--- src/hw/rtl/dsa_pkg.sv ---
// Shared types, widths and codes of the descriptor slot allocator.
package dsa_pkg;

  localparam int CAP_W      = 11;
  localparam int SIZE_W     = 13;
  localparam int ADDR_W     = 64;
  localparam int FIDX_W     = 32;
  localparam int OUT_IDX_W  = 10;
  localparam int CFG_IDX_W  = 3;
  localparam int CFG_DATA_W = 64;
  // An offset at or above 2^OFF_W gives a quotient above any capacity.
  localparam int OFF_W      = CAP_W + SIZE_W;

  typedef enum logic [1:0] {
    CMD_ALLOC        = 2'd0,
    CMD_FREE_INDEX   = 2'd1,
    CMD_FREE_ADDRESS = 2'd2
  } command_t;

  typedef enum logic [1:0] {
    ST_OK        = 2'd0,
    ST_EXHAUSTED = 2'd1,
    ST_REJECTED  = 2'd2,
    ST_FULL      = 2'd3
  } status_t;

  localparam logic [CFG_IDX_W-1:0] REG_SLOT_CAPACITY  = 3'd0;
  localparam logic [CFG_IDX_W-1:0] REG_SLOT_SIZE      = 3'd1;
  localparam logic [CFG_IDX_W-1:0] REG_CPU_BASE       = 3'd2;
  localparam logic [CFG_IDX_W-1:0] REG_GPU_BASE       = 3'd3;
  localparam logic [CFG_IDX_W-1:0] REG_SHADER_VISIBLE = 3'd4;

  localparam logic [CAP_W-1:0]  RST_SLOT_CAPACITY = 11'd1024;
  localparam logic [SIZE_W-1:0] RST_SLOT_SIZE     = 13'd32;

  typedef struct packed {
    logic              start;
    logic [OFF_W-1:0]  dividend;
    logic [SIZE_W-1:0] divisor;
  } div_req_t;

  typedef struct packed {
    logic              done;
    logic [OFF_W-1:0]  quotient;
    logic [SIZE_W-1:0] remainder;
  } div_rsp_t;

endpackage

--- src/hw/rtl/dsa_div.sv ---
// Restoring divider, one quotient bit per cycle.
module dsa_div (
  input  logic              clk,
  input  logic              rst,
  input  dsa_pkg::div_req_t req,
  output dsa_pkg::div_rsp_t rsp
);

  localparam int OW = dsa_pkg::OFF_W;
  localparam int SW = dsa_pkg::SIZE_W;
  localparam int NW = $clog2(OW + 1);

  logic          busy;
  logic          done;
  logic [NW-1:0] cnt;
  logic [OW-1:0] quo;
  logic [SW-1:0] rem;
  logic [SW-1:0] dvs;
  logic [SW:0]   rem_sh;
  logic [SW:0]   diff;
  logic          take;

  assign rem_sh = {rem, quo[OW-1]};
  assign diff   = rem_sh - {1'b0, dvs};
  assign take   = rem_sh >= {1'b0, dvs};

  always_ff @(posedge clk) begin
    if (rst) begin
      busy <= 1'b0;
      done <= 1'b0;
      cnt  <= '0;
    end else begin
      done <= 1'b0;
      if (req.start) begin
        busy <= 1'b1;
        cnt  <= NW'(OW);
      end else if (busy) begin
        cnt <= cnt - NW'(1);
        if (cnt == NW'(1)) begin
          busy <= 1'b0;
          done <= 1'b1;
        end
      end
    end
  end

  always_ff @(posedge clk) begin
    if (req.start) begin
      quo <= req.dividend;
      rem <= '0;
      dvs <= req.divisor;
    end else if (busy) begin
      quo <= {quo[OW-2:0], take};
      rem <= take ? diff[SW-1:0] : rem_sh[SW-1:0];
    end
  end

  assign rsp.done      = done;
  assign rsp.quotient  = quo;
  assign rsp.remainder = rem;

endmodule

--- config.mk ---
export PLATFORM = sky130hd
export DESIGN_NAME = dsa_div
export DESIGN_NICKNAME = d
export VERILOG_FILES = /design/src/hw/rtl/dsa_pkg.sv /design/src/hw/rtl/dsa_div.sv
export SDC_FILE = /design/constraint.sdc
export NUM_CORES = 1
export LEC_CHECK = 0
export BUFFER_PORTS_ARGS = -buffer_cell sky130_fd_sc_hd__buf_2
export CAP_MARGIN = 20
export CORE_MARGIN = 1.5
export CORE_UTILIZATION = 35
export CTS_CLUSTER_DIAMETER = 60
export DETAILED_ROUTE_END_ITERATION = 8
export GPL_TIMING_DRIVEN = 0
export HOLD_SLACK_MARGIN = 0.1
export SLEW_MARGIN = 20
export SYNTH_ARGS = -nofsm -noshare
export SYNTH_HDL_FRONTEND = slang
export SYNTH_SLANG_ARGS = --single-unit
--- constraint.sdc ---
create_clock -name clk -period 2.5 [get_ports clk]
set_input_delay 0.125 -clock clk [delete_from_list [all_inputs] [get_ports clk]]
set_output_delay 0.125 -clock clk [all_outputs]
set_load 0.1 [all_outputs]
# After elaboration in Yosys (flattened, before gate mapping)

Index checks and enable logic that the tools add are counted.
Widths: inputs -> output; s select.

Flip-flop bits (word level): 57
Output and inout bits: 38

Add/subtract/negate cells: 2
Magnitude comparators: 1
Equal/unequal tests: 1
Muxes and demuxes: 9
Bitwise gates (word level): 1
Reduce and logical (&&, ||, !) cells: 3

Operators by type and width:

| cell                | count |
|---|---|
| $mux 24             | 2 |
| $ge 14x13->1        | 1 |
| $mux 13             | 1 |
| $sub 13x13->13      | 1 |
| $mux 5              | 2 |
| $eq 5x1->1 const B  | 1 |
| $sub 5x1->5 const B | 1 |
| $mux 1              | 4 |
| $reduce_or 3->1     | 1 |
| $reduce_bool 2->1   | 1 |
| $reduce_or 2->1     | 1 |
| $not 1->1           | 1 |

# Longest topological paths before layout

Gate-level depths: netlist of the first run.

Depth after elaboration: 4
Mapped depth: 11
Mapped depth without buffers: 10

# Worst setup path before layout of the first run

No wires, ideal clock.

Path kind: register to register
Start: register quo[23]
End: register rem[7]
Arrival: 2.711 ns
Data required time: 2.412 ns
Slack: -0.299 ns
Cell stages (with the launch flop): 12
Buffers on the path: 1
Period minus slack after synthesis: 2.799 ns
Path through: edfxtp_1 inv_1 ha_1 inv_1 fa_1 a21o_1 a21oi_1 o21ai_1 a21oi_4 buf_6 nand2_2 a311oi_2

Longest elaborated chain between the ends: 2
Elaborated cells between the ends (all ways): 3
Classes of those cells: add/sub (1); order compare (1); mux (1)

Ends and longest elaborated chain:

| item                                                  | line                         | RTL |
|---|---|---|
| from (decl)                                           | dsa_div.sv:16                | `logic [OW-1:0] quo;` |
| from (signal assigned)                                | dsa_div.sv:49                | `quo <= req.dividend;` |
| from (signal assigned)                                | dsa_div.sv:53                | `quo <= {quo[OW-2:0], take};` |
| $sub 13x13->13 / $ge 14x13->1 (equally long branches) | dsa_div.sv:24, dsa_div.sv:25 |  |
| $mux 13 (*)                                           | dsa_div.sv:54                | `rem <= take ? diff[SW-1:0] : rem_sh[SW-1:0];` |
| to (signal assigned)                                  | dsa_div.sv:54                |  |
| to (decl)                                             | dsa_div.sv:17                | `logic [SW-1:0] rem;` |

Every way passes the cells marked *; elsewhere a longest branch is shown, timed or not.
A chain may end at the register's enable or synchronous reset.

# Final worst setup path of the first run

Same ends and word-level chain as after synthesis.

==> impl_metrics.csv, run 1 <==
group,metric,value,unit
worst_setup_path,worst-r2r-setup-slack,0.13,ns
hold_path,min_path_cells,3,
power_and_ir_drop,clkPwrFrac,0.288,
timing,setup_viol,0,
timing,relSlewSlack,0.370,
synth,synth_ff_type,"edfxtp_1",
grt,grt_pass1_wl,11.5,mm
detailed_routing,drt_first_pass_iters,4,
worst_setup_path,cp.arrival,2.63,ns
power_and_ir_drop,p_leak,0.00182,uW
synth,yosysMostFrequentCell,"edfxtp_1",
layout,final_cells,502,
timing,hold_viol,0,
synth,ys_seq_elements,57,
die,ios,78,
worst_setup_path,timing.rr.end,"rem[7]",
detailed_routing,drt_iter0_markers,90,
timing,fmax,422,MHz
detailed_routing,ant_nets,0,
power_and_ir_drop,p_sw,1050,uW
detailed_routing,via_count,2491,
synth,yosysUniqueCellTypes,53,
clock_network,htree_num_levels,3,
synth,netlist_instances,261,
detailed_routing,drt-total-wl,7.39,mm
layout,drive_gt1_frac,0.340,
synth,synth_top_area_share,0.369,
power_and_ir_drop,peakVddDrop,0.448,mV
hold_path,hold_class,"in -> reg",
die,start_util,0.365,
layout,area_delta_synth_final,38.2,%
die,dieArea,9170,um^2
detailed_routing,route.detailed.drc,0,
worst_setup_path,worstReg2RegStart,"quo[23]",
grt,overflow,0,
timing,fin_tns_setup,0,ns
grt,grt_pass1_vias,2395,
die,die_h,95.8,um
clock_network,cts_buffer_depth,2,
die,rows,33,
clock_network,cts.sinks,57,
layout,num-fill-cells,775,
worst_setup_path,cp_data_required_time,2.75,ns
placement,place_congestion,0.881,
synth,synth.yosys.seq_area_share,0.502,
timing,period_minus_slack,2.37,ns
synth,synth.area.top_cells,"edfxtp_1, dfxtp_1, mux2_2",
timing,final_max_slew_viol_count,0,
synth,syn_area_per_cell,11.5,um^2
grt,grt_use_total,0.168,
synth,ys_top_cells_by_count,"edfxtp_1, mux2_2, dfxtp_1",
clock_network,cts_tree,"done",
power_and_ir_drop,seqPwrFrac,0.399,
synth,synthesis.nets,317,
power_and_ir_drop,switching_share,0.369,
worst_setup_path,cp-start-kind,"flip-flop",
grt,antenna_found_initial,0,
job,maxCapViolCount,0,
synth,synth_edf_count,37,
worst_setup_path,critical_path.max_fanout,10,
worst_setup_path,worst-setup-path-type,"reg -> reg",
clock_network,cts_buffers,9,
power_and_ir_drop,power_frac_comb,0.313,
die,die_w,95.8,um
placement,io_buffers,77,
timing,max_slew.worst_pin.slew,0.943,ns
synth,yosysWarnings,0,
placement,dp_cells,443,
timing,finalCritPeriodShare,0.948,
synth,synth_area,3010,um^2
power_and_ir_drop,powerDensity,687,nW/um^2
clock_network,cts_root_buf,"clkbuf_8",
layout,fin_nets,448,
synth,synthArstFlopShare,0,
layout,n_antenna_cell,0,
detailed_routing,wl_per_cell,14.7,um
die,fp.coreArea,8260,um^2
status,status,"completed",
worst_setup_path,end_kind,"flip-flop",
hold_path,holdPathEnd,"quo[0]",
synth,yosysTopAreaCell,"edfxtp_1",
worst_setup_path,r2r_cells,11,
power_and_ir_drop,p_int,1800,uW
clock_network,clock_latency,0.34,ns
clock_network,clk_pin_slew_worst_paths,0.07,ns
placement,hpwl,4.90,mm
timing,skew,0.00960,ns
hold_path,hp-start,"req[13]",
detailed_routing,viasPerCell,4.96,
grt,grt_max_degree,25,
placed cells by master (no fill, tap or decap), types with 2 or more instances in the layout:
cell type,n
dfxtp_1,20
nor2b_1,3
o21ai_0,6
a32oi_1,4
nand3_1,7
clkbuf_1,6
xnor2_1,3
a21boi_0,2
nor2_1,16
o311ai_0,2
a21o_1,4
nand2b_1,3
o21a_1,2
nor3_1,7
clkinvlp_4,2
clkinv_1,3
mux2_2,23
a211oi_1,5
a21oi_2,2
buf_6,4
mux2i_1,8
o21ai_2,2
a31oi_1,2
edfxtp_1,37
dlygate4sd3_1,37
buf_2,77
xor2_1,9
nand2_1,8
nor3b_1,3
ha_1,14
clkbuf_8,9
buf_4,4
a21oi_1,15
inv_1,19
what timing repair did:
item	CTS	global route
buffers inserted	3	3
endpoints found under the hold margin	43	0
endpoints found under the setup margin	2	14
pin swaps	1	5
hold buffers	37	0
resized for setup	0	6
power groups by stage:
stage / clock (uW) / combinational [uW] / sequential, uW
CTS: 845 / 874 / 1140
global placement: 0 / 813 / 1160
detailed placement: 0 / 822 / 1160
global route: 889 / 950 / 1150
finish: 824 / 894 / 1140
floorplan: 0 / 290 / 1530
critical path, stage by stage, from the launching register on:
cell and delay [ns]:
edfxtp_1 0.42, inv_1 0.08, ha_2 0.17, inv_1 0.05, fa_2 0.36, a21o_1 0.17, a21oi_2 0.15, o21ai_2 0.09
a21oi_4 0.29, buf_6 0.20, nand2_2 0.06, a311oi_2 0.22
kinds of logic after synthesis:
logic type                 count (synthesis)  synth area share
and+or+nand+nor                           59             0.105
AOI/OAI and AO/OA                         57             0.134
DFF                                       57             0.502
muxes                                     31             0.113
buffers and inverters                     29            0.0424
adders and majority gates                 16            0.0689
xor gates and xnor gates                  12            0.0349
cell type report:
cell class                      count  area (um^2)  share of cell area
Buffer                             10         56.3              0.0135
Clock buffer                        9          124              0.0297
Clock inverter                      7         61.3              0.0147
Inverter                           19         71.3              0.0171
Multi-Input combinational cell    175         1390               0.333
Sequential cell                    57         1510               0.363
Tap cell                          105          131              0.0316
Timing Repair Buffer              120          821               0.197
worst max-delay path by stage:
stage,end,slack (ns),startpoint
global placement,rem[7],0.01,quo[23]
floorplan,rem[7],-0.25,quo[23]
CTS,rem[1],0.11,quo[23]
detailed placement,rem[7],-0.01,quo[23]
global route,rem[5],-0.03,quo[23]
finish,rem[7],0.13,quo[23]
sequential cells by signal, indices dropped and copies added, names as in the netlist:
signal / cells
busy: 1
cnt: 5
done: 1
dvs: 13
quo: 24
rem: 13
metal layers:
layer	vias to the layer above	global-route usage	wire, um
met1	1164	0.221	3300
met4	0	0.0919	182
met5	-	0	0
li1	1236	-	-
met2	77	0.248	3470
met3	14	0.0458	437
per-stage QoR:
step                total power [uW]  instance area (um^2)  worst slack, ns  hold WS, ns  utilization
finish                          2860                  4160            0.129        0.146        0.504
global placement                1970                  3530           0.0131        0.301        0.428
floorplan                       1820                  3020           -0.248        0.197            -
global route                    2990                  4160          -0.0268        0.180        0.504
detailed placement              1980                  3530          -0.0104        0.303        0.428
CTS                             2860                  4120            0.115        0.143        0.499
Power figures use the tool's default switching activity.
==> run 2, diff against run 1 <==
- ABC_AREA: default -> 1
- ABC_CLOCK_PERIOD_IN_PS: default -> 2500
- CTS_BUF_LIST: default -> sky130_fd_sc_hd__clkbuf_8 sky130_fd_sc_hd__clkbuf_16
==> run 2 against run 1 <==
Net effect: non-clock buffer count is 3 lower; final area is 6.3% higher; power is 2.6% lower; clock skew is 0.0019 ns higher; first-iteration DRC count is 29% higher; synthesized cell count is 62% higher; largest power group unchanged; clock-buffer cell count stayed put; routed wire length is 16% higher; critical path depth is 2 higher.
==> impl_metrics.csv, run 2 <==
group,metric,value,unit
timing,hold_viol,0,
synth,synth_top_area_share,0.337,
grt,grt_pass1_vias,3195,
grt,use_met2,0.311,
layout,fin_nets,605,
timing,relSlewSlack,0.597,
worst_setup_path,worst_path_max_delay_cell,"edfxtp_1",
grt,grt_use_met3,0.0397,
power_and_ir_drop,power_frac_comb,0.242,
clock_network,postCtsSetupRepairBufs,0,
placement,place_congestion,0.940,
placement,io_buffers,77,
synth,synth_edf_count,37,
worst_setup_path,timing.critical_path.mode_cell,"nand2_1",
die,fp.coreArea,9200,um^2
power_and_ir_drop,p_int,1820,uW
grt,grt_max_degree,30,
die,rows,35,
worst_setup_path,timing.critical_path.buf_inv,3,
detailed_routing,drt_iter0_markers,116,
layout,n_antenna_cell,0,
worst_setup_path,cp.depth,13,
timing,max_slew.worst_pin.slew,0.604,ns
hold_path,hold_class,"in -> reg",
die,start_util,0.358,
power_and_ir_drop,seqPwrFrac,0.401,
synth,syn_area_per_cell,7.79,um^2
layout,reg_top3,"quo: 24 flops, dvs: 13 flops, rem: 13 flops",
detailed_routing,drt_first_pass_iters,4,
timing,fmax,437,MHz
grt,antenna_found_initial,0,
detailed_routing,route.detailed.drc,0,
grt,busiest_layer,"met2",
layout,final_util,0.481,
detailed_routing,drt-total-wl,8.54,mm
power_and_ir_drop,clkPwrFrac,0.357,
clock_network,cts_tree,"done",
grt,grt_use_total,0.187,
detailed_routing,wl_per_cell,12.8,um
timing,fin_ws,0.210,ns
synth,synth_ff_type,"edfxtp_1",
clock_network,clock_latency,0.34,ns
die,die_w,100,um
synth,netlist_instances,423,
synth,yosysTopAreaCell,"edfxtp_1",
status,status,"completed",
timing,fin_tns_setup,0,ns
power_and_ir_drop,p_leak,0.00229,uW
clock_network,cts.sinks,57,
clock_network,cts_buffer_depth,2,
clock_network,htree_num_levels,3,
synth,synth.area.top_cells,"edfxtp_1, nand2_1, dfxtp_1",
timing,worst_hold_slack,0.233,ns
grt,grt_pass1_wl,14.7,mm
power_and_ir_drop,switching_share,0.347,
layout,regMostFlops,"quo",
timing,skew,0.0115,ns
clock_network,clk_pin_slew_worst_paths,0.08,ns
worst_setup_path,cp-start-kind,"flip-flop",
layout,mostFrequentLayoutCell,"nand2_1",
worst_setup_path,worst-setup-path-type,"reg -> reg",
worst_setup_path,crit_chain,"inv_1 > ha_1 > inv_1 > fa_2 > nand2_1 > nand2_1 > nand3_1 > nand2_1 > nand2_2 > buf_2 > nand4_1 > nand3_1 > o21ai_1",
die,dieArea,10000,um^2
timing,period_minus_slack,2.29,ns
synth,synth_area,3290,um^2
worst_setup_path,cp_data_required_time,2.71,ns
worst_setup_path,cpPeakStageDelay,0.42,ns
layout,drive_gt1_frac,0.229,
grt,met1_usage,0.230,
job,maxCapViolCount,0,
layout,area_delta_synth_final,34.4,%
layout,mostFrequentLayoutCells,"nand2_1, buf_2, inv_1, dlygate4sd3_1, edfxtp_1",
worst_setup_path,cp.arrival,2.50,ns
detailed_routing,ant_nets,0,
clock_network,cts_buffers,9,
detailed_routing,via_count,3087,
layout,largest_reg_flops,24,
placement,pre_cts_slack,0.174,ns
synth,ys_top_cells_by_count,"nand2_1, inv_1, edfxtp_1",
power_and_ir_drop,power.total,2780,uW
worst_setup_path,end_kind,"flip-flop",
worst_setup_path,r2r_cells,13,
worst_setup_path,cp_top_family,"simple AND/OR/NAND/NOR gates",
power_and_ir_drop,peakVddDrop,0.510,mV
power_and_ir_drop,p_sw,968,uW
timing,rsz0062_at_grt,"false",
placement,hpwl,5.88,mm
grt,overflow,0,
timing,setup_viol,0,
synth,ys_seq_elements,57,
power_and_ir_drop,powerDensity,629,nW/um^2
synth,yosysWarnings,0,
synth,synthArstFlopShare,0,
hold_path,min_path_cells,1,
synth,yosysMostFrequentCell,"nand2_1",
timing,finalCritPeriodShare,0.916,
die,die_h,100,um
clock_network,cts_root_buf,"clkbuf_8",
synth,yosysUniqueCellTypes,32,
synth,synthesis.nets,479,
timing,final_max_slew_viol_count,0,
die,ios,78,
synth,synth.yosys.seq_area_share,0.459,
detailed_routing,viasPerCell,4.64,
worst_setup_path,critical_path.max_fanout,10,
run 2: worst reg2reg max path: stages (launching register included):
cell      delay, ns
edfxtp_1       0.42
inv_1          0.12
ha_1           0.18
inv_1          0.07
fa_2           0.39
nand2_1        0.09
nand2_1        0.05
nand3_1        0.07
nand2_1        0.09
nand2_2        0.13
buf_2          0.26
nand4_1        0.12
nand3_1        0.10
o21ai_1        0.07
run 2: worst paths after layout:
kind / from / to / slack (ns)
setup reg to reg: quo[23] / rem[6] / 0.21
hold / removal: req[37] / dvs[11] / 0.23
hold reg to reg: cnt[4] / cnt[4] / 0.47
setup / recovery: quo[23] / rem[6] / 0.21
run 2: power by group through the flow:
stage,sequential [uW],clock [uW],combinational [uW]
after floorplan,1440,0,190
after global placement,1140,0,617
after detailed placement,1140,0,624
after CTS,1120,1010,670
after global routing,1130,1050,723
final,1120,993,674
run 2: area by class of cell:
class,count,area (um^2)
repair buffers,115,766
well taps,111,139
multi-input cells,282,1440
inverters,72,270
flip-flops and latches,57,1510
clock buffers,9,124
clock inverters,7,101
fillers,901,4770
plain buffers,12,70.1
run 2: through the flow:
| step | cells | cell area (um^2) |
|---|---|---|
| floorplan | 423 | 3300 |
| global placement | 611 | 3820 |
| detailed placement | 611 | 3820 |
| CTS | 665 | 4430 |
| global route | 665 | 4430 |
| finish | 665 | 4430 |
run 2: per-layer routing:
layer  vias to the layer above  part of all wire
met1                      1390              0.46
li1                       1590                 -
met2                        87              0.46
met3                        20             0.053
met4                         0             0.028
met5                         -                 0
run 2: cell families (layout without fill, tap and decap cells):
family          after synthesis  after routing  synth area share
fa+ha+maj                    16             16            0.0631
compound gates               13             13            0.0255
buf+inv                      84            215             0.103
simple gates                246            246             0.331
flops                        57             57             0.459
xor+xnor                      7              7            0.0186
run 2: timing repair:
| item | 4_1_cts | 5_1_grt |
|---|---|---|
| endpoints found under the hold margin | 40 | 0 |
| hold buffers | 38 | 0 |
| gates resized for setup | 0 | 0 |
